File: config.mk
export PLATFORM = sky130hd
export DESIGN_NAME = pda_ctrl
export DESIGN_NICKNAME = d
export VERILOG_FILES = /design/src/rtl/pda_pkg.sv /design/src/rtl/pda_ctrl.sv
export SDC_FILE = /design/constraint.sdc
export NUM_CORES = 1
export LEC_CHECK = 0
export ABC_AREA = 1
export CAP_MARGIN = 20
export CORE_AREA = 2 2 39 41
export DETAILED_ROUTE_END_ITERATION = 7
export DIE_AREA = 0 0 41 43
export DONT_BUFFER_PORTS = 1
export MAX_ROUTING_LAYER = met4
export SYNTH_ARGS = -nofsm -noshare
export SYNTH_HDL_FRONTEND = slang
export SYNTH_SLANG_ARGS = --single-unit
File: constraint.sdc
create_clock -name clk -period 1.4 [get_ports clk]
set_clock_uncertainty 0.1 [all_clocks]
set_input_delay 0 -clock clk [delete_from_list [all_inputs] [get_ports clk]]
set_output_delay 0 -clock clk [all_outputs]
set_load 0.05 [all_outputs]
File: src/rtl/pda_pkg.sv
`timescale 1ns / 1ps
package pda_pkg;

	localparam int COUNT_FRAC_BITS = 16;
	localparam int LOG_TABLE_BITS  = 8;
	localparam int LOG_TABLE_DEPTH = 1 << LOG_TABLE_BITS;
	localparam int COUNT_W         = 32;
	localparam int ENERGY_W        = 16;
	localparam int SUM_W           = 56;
	localparam int TERM_W          = 42;
	localparam int LN_W            = 31;
	localparam int LOGT_W          = 24;
	localparam int CFG_IDX_W       = 3;
	localparam int CFG_DATA_W      = 16;

	localparam logic [LOGT_W-1:0] LN2_Q24 = 24'd11629080;
	localparam logic [SUM_W-1:0]  SUM_MAX = {SUM_W{1'b1}};

	// register indexes
	localparam logic [CFG_IDX_W-1:0] REG_HIGH_CUT_EN  = 3'd0;
	localparam logic [CFG_IDX_W-1:0] REG_E_HIGH_CUT   = 3'd1;
	localparam logic [CFG_IDX_W-1:0] REG_E_LOW_CUT    = 3'd2;
	localparam logic [CFG_IDX_W-1:0] REG_MU_LOW_CUT   = 3'd3;

	typedef logic [LOGT_W-1:0] log_table_t [0:LOG_TABLE_DEPTH];

	// long division for the table constants, shift and subtract
	function automatic logic [63:0] const_udiv(logic [63:0] num, logic [63:0] den);
		logic [63:0] quo;
		logic [64:0] rem;
		quo = '0;
		rem = '0;
		for (int b = 63; b >= 0; b--) begin
			rem = {rem[63:0], num[b]};
			if (rem >= {1'b0, den}) begin
				rem    = rem - {1'b0, den};
				quo[b] = 1'b1;
			end
		end
		return quo;
	endfunction

	// ln(1 + i/depth) in q0.24 through the atanh series, worked out at elaboration
	function automatic log_table_t build_log_table();
		log_table_t  tab;
		logic [63:0] u;
		logic [63:0] u2;
		logic [63:0] pw;
		logic [63:0] acc;
		logic [63:0] rnd;
		for (int i = 0; i <= LOG_TABLE_DEPTH; i++) begin
			u   = const_udiv(64'(i) << 30, 64'(2 * LOG_TABLE_DEPTH) + 64'(i));
			u2  = (u * u) >> 30;
			pw  = u;
			acc = '0;
			for (int k = 0; k < 40; k++) begin
				if (pw != 64'd0) begin
					acc = acc + const_udiv(pw, 64'(2 * k + 1));
					pw  = (pw * u2) >> 30;
				end
			end
			rnd    = (64'd2 * acc + 64'd32) >> 6;
			tab[i] = rnd[LOGT_W-1:0];
		end
		return tab;
	endfunction

	localparam log_table_t LOG_TABLE = build_log_table();

	typedef struct packed {
		logic load;
		logic check;
		logic ln1;
		logic ln2;
		logic sel_p;
		logic mul;
		logic term;
		logic acc;
	} pda_cmd_t;

	typedef struct packed {
		logic bypass;
		logic last;
	} pda_status_t;

endpackage

File: src/rtl/pda_ctrl.sv
`timescale 1ns / 1ps
module pda_ctrl import pda_pkg::*; (
	input  logic        clk,
	input  logic        arst_n,
	input  logic        in_valid,
	output logic        in_ready,
	output logic        out_valid,
	input  logic        out_ready,
	input  pda_status_t status,
	output pda_cmd_t    cmd
);

	typedef enum logic [3:0] {
		ST_IDLE, ST_CHECK, ST_LNO1, ST_LNO2, ST_LNP1, ST_LNP2, ST_MUL, ST_TERM, ST_ACC
	} state_t;

	state_t state_q;
	logic   valid_q;
	logic   acc_go;

	assign acc_go    = !(status.last && valid_q && !out_ready);
	assign in_ready  = (state_q == ST_IDLE);
	assign out_valid = valid_q;

	// command decode
	always_comb begin
		cmd       = '0;
		cmd.load  = (state_q == ST_IDLE) && in_valid;
		cmd.check = (state_q == ST_CHECK);
		cmd.ln1   = (state_q == ST_LNO1) || (state_q == ST_LNP1);
		cmd.ln2   = (state_q == ST_LNO2) || (state_q == ST_LNP2);
		cmd.sel_p = (state_q == ST_LNP1) || (state_q == ST_LNP2);
		cmd.mul   = (state_q == ST_MUL);
		cmd.term  = (state_q == ST_TERM);
		cmd.acc   = (state_q == ST_ACC) && acc_go;
	end

	// sequencer and result valid
	always_ff @(posedge clk or negedge arst_n) begin
		if (!arst_n) begin
			state_q <= ST_IDLE;
			valid_q <= 1'b0;
		end else begin
			if ((state_q == ST_ACC) && acc_go && status.last) valid_q <= 1'b1;
			else if (valid_q && out_ready) valid_q <= 1'b0;
			case (state_q)
				ST_IDLE:  if (in_valid) state_q <= ST_CHECK;
				ST_CHECK: state_q <= status.bypass ? ST_ACC : ST_LNO1;
				ST_LNO1:  state_q <= ST_LNO2;
				ST_LNO2:  state_q <= ST_LNP1;
				ST_LNP1:  state_q <= ST_LNP2;
				ST_LNP2:  state_q <= ST_MUL;
				ST_MUL:   state_q <= ST_TERM;
				ST_TERM:  state_q <= ST_ACC;
				ST_ACC: begin
					if (acc_go) state_q <= ST_IDLE;
				end
				default:  state_q <= ST_IDLE;
			endcase
		end
	end

endmodule
==> metrics.txt, run 1 <==
Initial DRC Count=3; Netlist cell types=12; Most Used Layer, Global Route=met2; Setup TNS=-0.0451 ns; initial core utilization=roughly a quarter; core area=between 1000 and 1500 sq um; CP Capture Type=primary output; Slew HR=a little over four fifths; crit path max fanout=6; Routability Congestion=just over 0.8; endpoints failing hold=0; Cells after Synth=48; Final period util=101%; post-synthesis adder-cell area fraction=0%; routed wire length=955 um; clock sink count=5; pin count of the biggest net entering global routing=8; All-Layer GR Usage=between 10 and 15%; Leak=around 0.32 nW; grt met2 use=19.4%; Setup CP Type=reg -> out; max cap viols=0; largest family of logic cells by synthesized area=simple AND/OR/NAND/NOR gates; GRT met1 Usage=about 18%; final net count=78; total die area=1760 sq um; Post-Synth Simple-Gate Area=between 40% and 50%; failing checks=setup timing; CTS max path bufs=2; Finished Core Util=roughly half; M3 GR Usage=3.14%; setup violators final=4; Least-Margin Pin Slew=0.245 ns; area grow syn2layout=107%; Pwr Density=about 2800 nW/um^2; Placement Setup Slack=about 0.15 ns; CTS tree=built; antenna cells=0; most frequent cells in the layout=nand2_1 (8), buf_4 (7), inv_1 (6), nand3_1 (6), dlygate4sd3_1 (6); Max Freq=between 700 and 800 MHz; post-synthesis mux area share=0%; DP HPWL=624 um; outcome=finished with violations; Post-DRT Antenna Nets=0; via count=411; yosys warns=0; Synth Area in Compound Gates=6.92%; first-pass iteration count of the detailed router=4; vias per inst=~4.7; Root Buffer=clkbuf_4; RSZ-0062 raised after global routing=true; Bufs and invs on worst path=2; Die Y=roughly 43 um; Power, Total=~1.9 mW; CP arrival=around 1.3 ns; Clock Latency Late Sink=about 0.25 ns; most common cell after layout, fill and taps aside=nand2_1; H-tree Lvls=1; setup ws final=-0.0143 ns; Die Width=between 40 and 50 um; Synth Register Bits=5; clk slew on worst S/H paths=~0.04 ns; first-pass GRT wire length=1570 um; fin crit period=about 1.4 ns; register area share after synthesis=between 30% and 40%; max incr delay on CP=0.46 ns; Critical Path RT=roughly 1.3 ns; Top Family by Delay on Critical Path=flip-flops; Mean Syn Cell Area=6.78 sq um; worst hold path class=in -> reg; Post-Syn Area=between 300 and 400 sq um; CP Cell Sequence=buf_4, o31ai_4, buf_6; initial antenna violation count=0; Cell Rows=14; Max IR drop VDD=roughly 1600 uV; vias in the first global route=between 300 and 400; total CTS buffers=3; xor and xnor area share after synthesis=0%; Syn Nets=54; GR Overflow Total=0; WL per Instance=about 11 um; Setup crit start kind=flip-flop; fin. max-slew vios=0; Port Buf Inserts=0; drt drc=0; share of cells above drive strength 1=approximately half; Reg2Reg Setup Slack=0.27 ns; IO Pins=16; slowest CP cell=dfrtp_2
-- cells in the mapped netlist --
library cell,count,area share (%)
nor2_4,1,3.5
nand3_1,7,11
nand2_1,9,10
nor3_1,1,1.5
nor2_1,7,8.1
dfrtp_1,5,38
o31ai_1,1,2.3
nor4_2,1,3.8
inv_1,10,12
inv_2,1,1.2
nand4_1,2,3.8
o21ai_0,3,4.6
-- metal layers --
metal / vias to the layer above / share of wire, % / wire length [um]
met1: 197 / 39 / 368
met4: 0 / 4.3 / 41
met3: 4 / 5.9 / 56
met2: 13 / 51 / 489
li1: 197 / - / -
met5: - / 0 / 0
-- sequential cells by signal, summed over array words and instances (netlist names) --
signal / cells
state_q: 4
out_valid: 1
-- what timing repair did --
item / in CTS / in global routing
resized for setup: 11 / 8
pin swaps: 1 / 3
setup buffers: 0 / 3
hold buffers: 6 / 0
setup endpoints to repair: 8 / 6
endpoints found under the hold margin: 9 / 0
-- area by class of cell --
cell class / instances / area (sq um)
fill: 142 / 709
multi-input combinational: 32 / 230
timing repair buffer: 19 / 224
sequential: 5 / 130
inverter: 11 / 43.8
clock buffer: 4 / 26.3
tap: 16 / 20.0
-- cell families after synthesis --
| kind of cell | after synthesis |
|---|---|
| simple gates | 28 |
| buf+inv | 11 |
| compound gates | 4 |
| flops | 5 |
-- power by group --
group	leakage (nW)	internal (mW)	switching, mW	total (mW)
logic	0.243	0.531	0.816	1.35
registers	0.0596	0.213	0.128	0.342
clock network	0.0150	0.108	0.0644	0.172
-- worst paths after layout --
path | startpoint | to | cells past startpoint
worst max register to register | state_q[1] | state_q[0] | 4
max in group asynchronous | arst_n | state_q[3] | 2
min in group asynchronous | arst_n | state_q[2] | 2
worst min-delay path | out_ready | out_valid | 2
worst min register to register | state_q[3] | state_q[0] | 3
worst max-delay path | state_q[1] | cmd[4] | 3
-- metrics by stage --
step	std cells	instance area, sq um	hold WS [ns]
6_report	87	674	0.319
5_1_grt	87	674	0.374
4_1_cts	84	629	0.319
3_5_place_dp	74	510	-0.395
3_3_place_gp	74	510	-0.395
2_1_floorplan	48	353	-0.396
No activity file was read; power rests on OpenSTA's default activity.
==> run 2: changes to the inputs <==
--- a/config.mk
+++ b/config.mk
@@ -11,6 +11,8 @@
 export DETAILED_ROUTE_END_ITERATION = 7
 export DIE_AREA = 0 0 41 43
 export DONT_BUFFER_PORTS = 1
+export GPL_TIMING_DRIVEN = 0
+export HOLD_SLACK_MARGIN = 0.06
 export MAX_ROUTING_LAYER = met4
 export SYNTH_ARGS = -nofsm -noshare
 export SYNTH_HDL_FRONTEND = slang
==> metrics.txt, run 2 (same netlist as run 1, synthesis figures left out) <==
Slew HR=50.6% (-33 points); vias per inst=4.77 (+0.99%); Bufs and invs on worst path=1 (-1); WL per Instance=12.0 um (+9.6%); fin crit period=1.51 ns (+0.0958 ns); area grow syn2layout=87.3%; Cell Rows=14 (unchanged); Clock Latency Late Sink=0.24 ns (about the same); failing checks=setup timing; Critical Path RT=1.30 ns (about the same); endpoints failing hold=0 (unchanged); initial core utilization=23.5% (unchanged); Max Freq=662 MHz (-6.3%); max cap viols=0 (unchanged); clk slew on worst S/H paths=0.04 ns (about the same); Finished Core Util=44.0% (-4.7 points); Port Buf Inserts=0 (unchanged); Initial DRC Count=8 (+5); RSZ-0062 raised after global routing=true; Least-Margin Pin Slew=0.736 ns (+0.491 ns); CP arrival=1.41 ns (+0.10 ns); most frequent cells in the layout=buf_4 (8), nand3_1 (7), nand2_1 (6), dlygate4sd3_1 (6); vias in the first global route=361 (-4.2%); Die Width=41 um (unchanged); final net count=74 (-5.1%); antenna cells=0 (unchanged); first-pass iteration count of the detailed router=4 (unchanged); Top Family by Delay on Critical Path=simple AND/OR/NAND/NOR gates; slowest CP cell=nor4_4; pin count of the biggest net entering global routing=7 (-1); Largest Register=state_q; crit path max fanout=5 (-1); FILL cells=137 (-3.5%); clock sink count=5 (unchanged); Die Y=43 um (unchanged); core area=1380 sq um (unchanged); Root Buffer=clkbuf_4; most common cell after layout, fill and taps aside=buf_4; CP Cell Sequence=inv_4, nor4_4; DP HPWL=599 um (-4.1%); CP Capture Type=primary output; drt drc=0 (unchanged); setup ws final=-0.110 ns (-0.0958 ns); worst hold path class=in -> reg; max incr delay on CP=0.69 ns (+0.23 ns); fin. max-slew vios=0 (unchanged); first-pass GRT wire length=1500 um (-4.8%); routed wire length=999 um (+4.6%); Largest register FFs=4 (unchanged); via count=396 (-3.6%); Post-DRT Antenna Nets=0 (unchanged); Setup CP Type=reg -> out; initial antenna violation count=0 (unchanged); GR Overflow Total=0 (unchanged); share of cells above drive strength 1=52.2% (+1.5 points); H-tree Lvls=1 (unchanged); total die area=1760 sq um (unchanged); CTS max path bufs=2 (unchanged); All-Layer GR Usage=12.9% (-0.93 points); Routability Congestion=0.775 (-5.0%); outcome=finished with violations; IO Pins=16 (unchanged); CTS tree=built; total CTS buffers=3 (unchanged); Final period util=108% (+6.8 points); setup violators final=8 (+4); Setup crit start kind=flip-flop
## run 2: changes by cell type in the layout (fill, tap and decap cells not counted), sizes merged
cell | previous run | this run
buf | 13 | 9
clkinvlp | 0 | 2
inv | 11 | 9
## run 2: final cells by class
cell class | instances | area, sq um | share of cell area, %
Multi-Input combinational cell | 32 | 246 | 40.5
Sequential cell | 5 | 131 | 21.6
Inverter | 11 | 53.8 | 8.83
Tap cell | 16 | 20.0 | 3.29
Timing Repair Buffer | 15 | 131 | 21.6
Clock buffer | 4 | 26.3 | 4.31
## run 2: worst register-to-register path, delay by kind of cell, from the launching register on
family,cells,cell delay [ns]
buffers and inverters,3,0.39
DFF,1,0.45
and+or+nand+nor,4,0.36
## run 2: metal layers
metal	track usage, %	part of all wire (%)
met5	-	0
met4	8.00	0
met3	2.09	6.1
met2	18.4	53
met1	16.3	41
## run 2: per-stage QoR
step | instances | hold slack (ns) | TNS [ns] | cell area, sq um | worst slack [ns]
6_report | 83 | 0.339 | -0.616 | 609 | -0.110
5_1_grt | 83 | 0.348 | -1.13 | 609 | -0.162
4_1_cts | 77 | 0.316 | -0.668 | 546 | -0.148
3_5_place_dp | 64 | -0.395 | -0.444 | 373 | -0.226
3_3_place_gp | 64 | -0.395 | -0.378 | 373 | -0.203
2_1_floorplan | 48 | -0.396 | -0.104 | 353 | -0.0960
## run 2: path summary, 6_finish.rpt
kind | start | depth (start not counted) | slack, ns | end
worst max-delay path | state_q[0] | 2 | -0.11 | cmd[6]
worst min-delay path | out_ready | 2 | 0.34 | out_valid
worst max register to register | state_q[0] | 7 | 0.02 | state_q[0]
worst min register to register | state_q[0] | 3 | 0.50 | state_q[0]
max in group asynchronous | arst_n | 2 | 0.49 | state_q[3]
min in group asynchronous | arst_n | 2 | 0.49 | state_q[2]
## run 2: repair_timing
| action | CTS | global route |
|---|---|---|
| resized for setup | 19 | 7 |
| endpoints found under the hold margin | 9 | 0 |
| hold buffers | 6 | 0 |
| cloned | 0 | 0 |
| setup buffers | 3 | 6 |
| pin swaps | 5 | 6 |
| endpoints found under the setup margin | 9 | 10 |
Power of run 2 is left out: the tool's default activity adds up to more than one toggle a clock period on the data nets, which glitch-free logic cannot reach.
==> run 3: changes to the inputs <==
--- a/config.mk
+++ b/config.mk
@@ -8,6 +8,7 @@
 export ABC_AREA = 1
 export CAP_MARGIN = 20
 export CORE_AREA = 2 2 39 41
+export CTS_BUF_LIST = sky130_fd_sc_hd__clkbuf_4
 export DETAILED_ROUTE_END_ITERATION = 7
 export DIE_AREA = 0 0 41 43
 export DONT_BUFFER_PORTS = 1
==> metrics.txt, run 3 (same netlist as run 1, synthesis figures left out) <==
Finished Core Util=44.4% (+0.36 points); Setup crit start kind=flip-flop; vias in the first global route=346 (-4.2%); endpoints failing hold=0 (unchanged); DP HPWL=599 um (unchanged); initial antenna violation count=0 (unchanged); Final period util=108% (+0.18 points); total die area=1760 sq um (unchanged); worst hold path class=in -> reg; most common cell after layout, fill and taps aside=buf_4; Cell Rows=14 (unchanged); fin crit period=1.51 ns (+0.00246 ns); reg2reg end=state_q[0]; GR Overflow Total=0 (unchanged); max cap viols=0 (unchanged); Setup CP Type=reg -> out; FILL cells=132 (-3.6%); Die Width=41 um (unchanged); worst r2r path cells=7 (unchanged); CTS tree=built; Largest register FFs=4 (unchanged); Post-DRT Antenna Nets=0 (unchanged); setup violators final=8 (unchanged); Max Freq=661 MHz (-0.16%); Placement Setup Slack=-0.226 ns (unchanged); first-pass GRT wire length=1480 um (-1.4%); vias per inst=4.70 (-1.5%); Clock Latency Late Sink=0.24 ns (about the same); Port Buf Inserts=0 (unchanged); CP Capture Type=primary output; outcome=finished with violations; area grow syn2layout=88.8%; RSZ-0062 raised after global routing=true; core area=1380 sq um (unchanged); total CTS buffers=3 (unchanged); Initial DRC Count=7 (-1); Least-Margin Pin Slew=0.736 ns (+0.000240 ns); Min-Delay Startpoint=out_ready; Reg2Reg Setup Slack=0.01 ns (about the same); H-tree Lvls=1 (unchanged); share of cells above drive strength 1=55.2% (+3.0 points); antenna cells=0 (unchanged); crit path max fanout=5 (unchanged); failing checks=setup timing; CTS max path bufs=2 (unchanged); clk slew on worst S/H paths=0.05 ns (about the same); fin. max-slew vios=0 (unchanged); initial core utilization=23.5% (unchanged); WHS Endpoint=out_valid; reg2reg start=state_q[0]; most frequent cells in the layout=buf_4 (9), nand3_1 (7), nand2_1 (6), dlygate4sd3_1 (6); Die Y=43 um (unchanged); Root Buffer=clkbuf_4; Largest Register=state_q; Critical Path RT=1.30 ns (about the same); routed wire length=1010 um (+1.3%); via count=390 (-1.5%); drt drc=0 (unchanged); Slew HR=50.5% (about the same); clock sink count=5 (unchanged); Routability Congestion=0.775 (unchanged); pin count of the biggest net entering global routing=7 (unchanged); Hold WS=0.325 ns (-0.0135 ns); setup ws final=-0.113 ns (-0.00245 ns); CP arrival=1.41 ns (about the same); final net count=74 (unchanged); All-Layer GR Usage=12.8% (-0.12 points); IO Pins=16 (unchanged); WL per Instance=12.2 um (+1.3%); hold depth=2 (unchanged); first-pass iteration count of the detailed router=4 (unchanged)
==> run 3: per-layer routing <==
layer | GRT usage, % | vias up | share of wire (%)
met5 | - | - | 0
met4 | 8.00 | 0 | 1.4
met3 | 2.09 | 2 | 5.6
met2 | 17.5 | 15 | 51
met1 | 16.9 | 181 | 41
li1 | - | 192 | -
==> run 3: final cells by class <==
class | instances | area [sq um] | share of cell area [%]
Multi-Input combinational cell | 32 | 251 | 40.9
Sequential cell | 5 | 131 | 21.4
Timing Repair Buffer | 15 | 128 | 20.8
Inverter | 11 | 53.8 | 8.76
Clock buffer | 4 | 30.0 | 4.89
Tap cell | 16 | 20.0 | 3.26
==> run 3: critical path: stages (launching register included) <==
cell and delay, ns:
dfrtp_2 0.44, buf_4 0.16, nor2_4 0.14, nand2_1 0.12, nor2_4 0.31
==> run 3: stage by stage <==
step	std cells	setup TNS (ns)	area, sq um
detailed placement	64	-0.444	373
global route	83	-1.12	614
CTS	77	-0.613	546
finish	83	-0.572	614
global placement	64	-0.378	373
floorplan	48	-0.104	353
==> run 3: repair_timing <==
action / CTS / global route
gates cloned: 0 / 0
endpoints found under the setup margin: 9 / 9
pin swaps: 4 / 7
gates resized for setup: 18 / 9
endpoints found under the hold margin: 9 / 0
setup buffers: 3 / 6
hold buffers: 6 / 0
==> run 3: how the worst max path moves through the flow <==
stage | cells after the start | start | endpoint
floorplan | 3 | state_q[3] | cmd[4]
global placement | 3 | state_q[3] | cmd[4]
detailed placement | 3 | state_q[3] | cmd[4]
CTS | 1 | state_q[1] | cmd[6]
global route | 4 | state_q[0] | cmd[0]
finish | 4 | state_q[0] | cmd[0]
Power of run 3 is left out for the same reason.
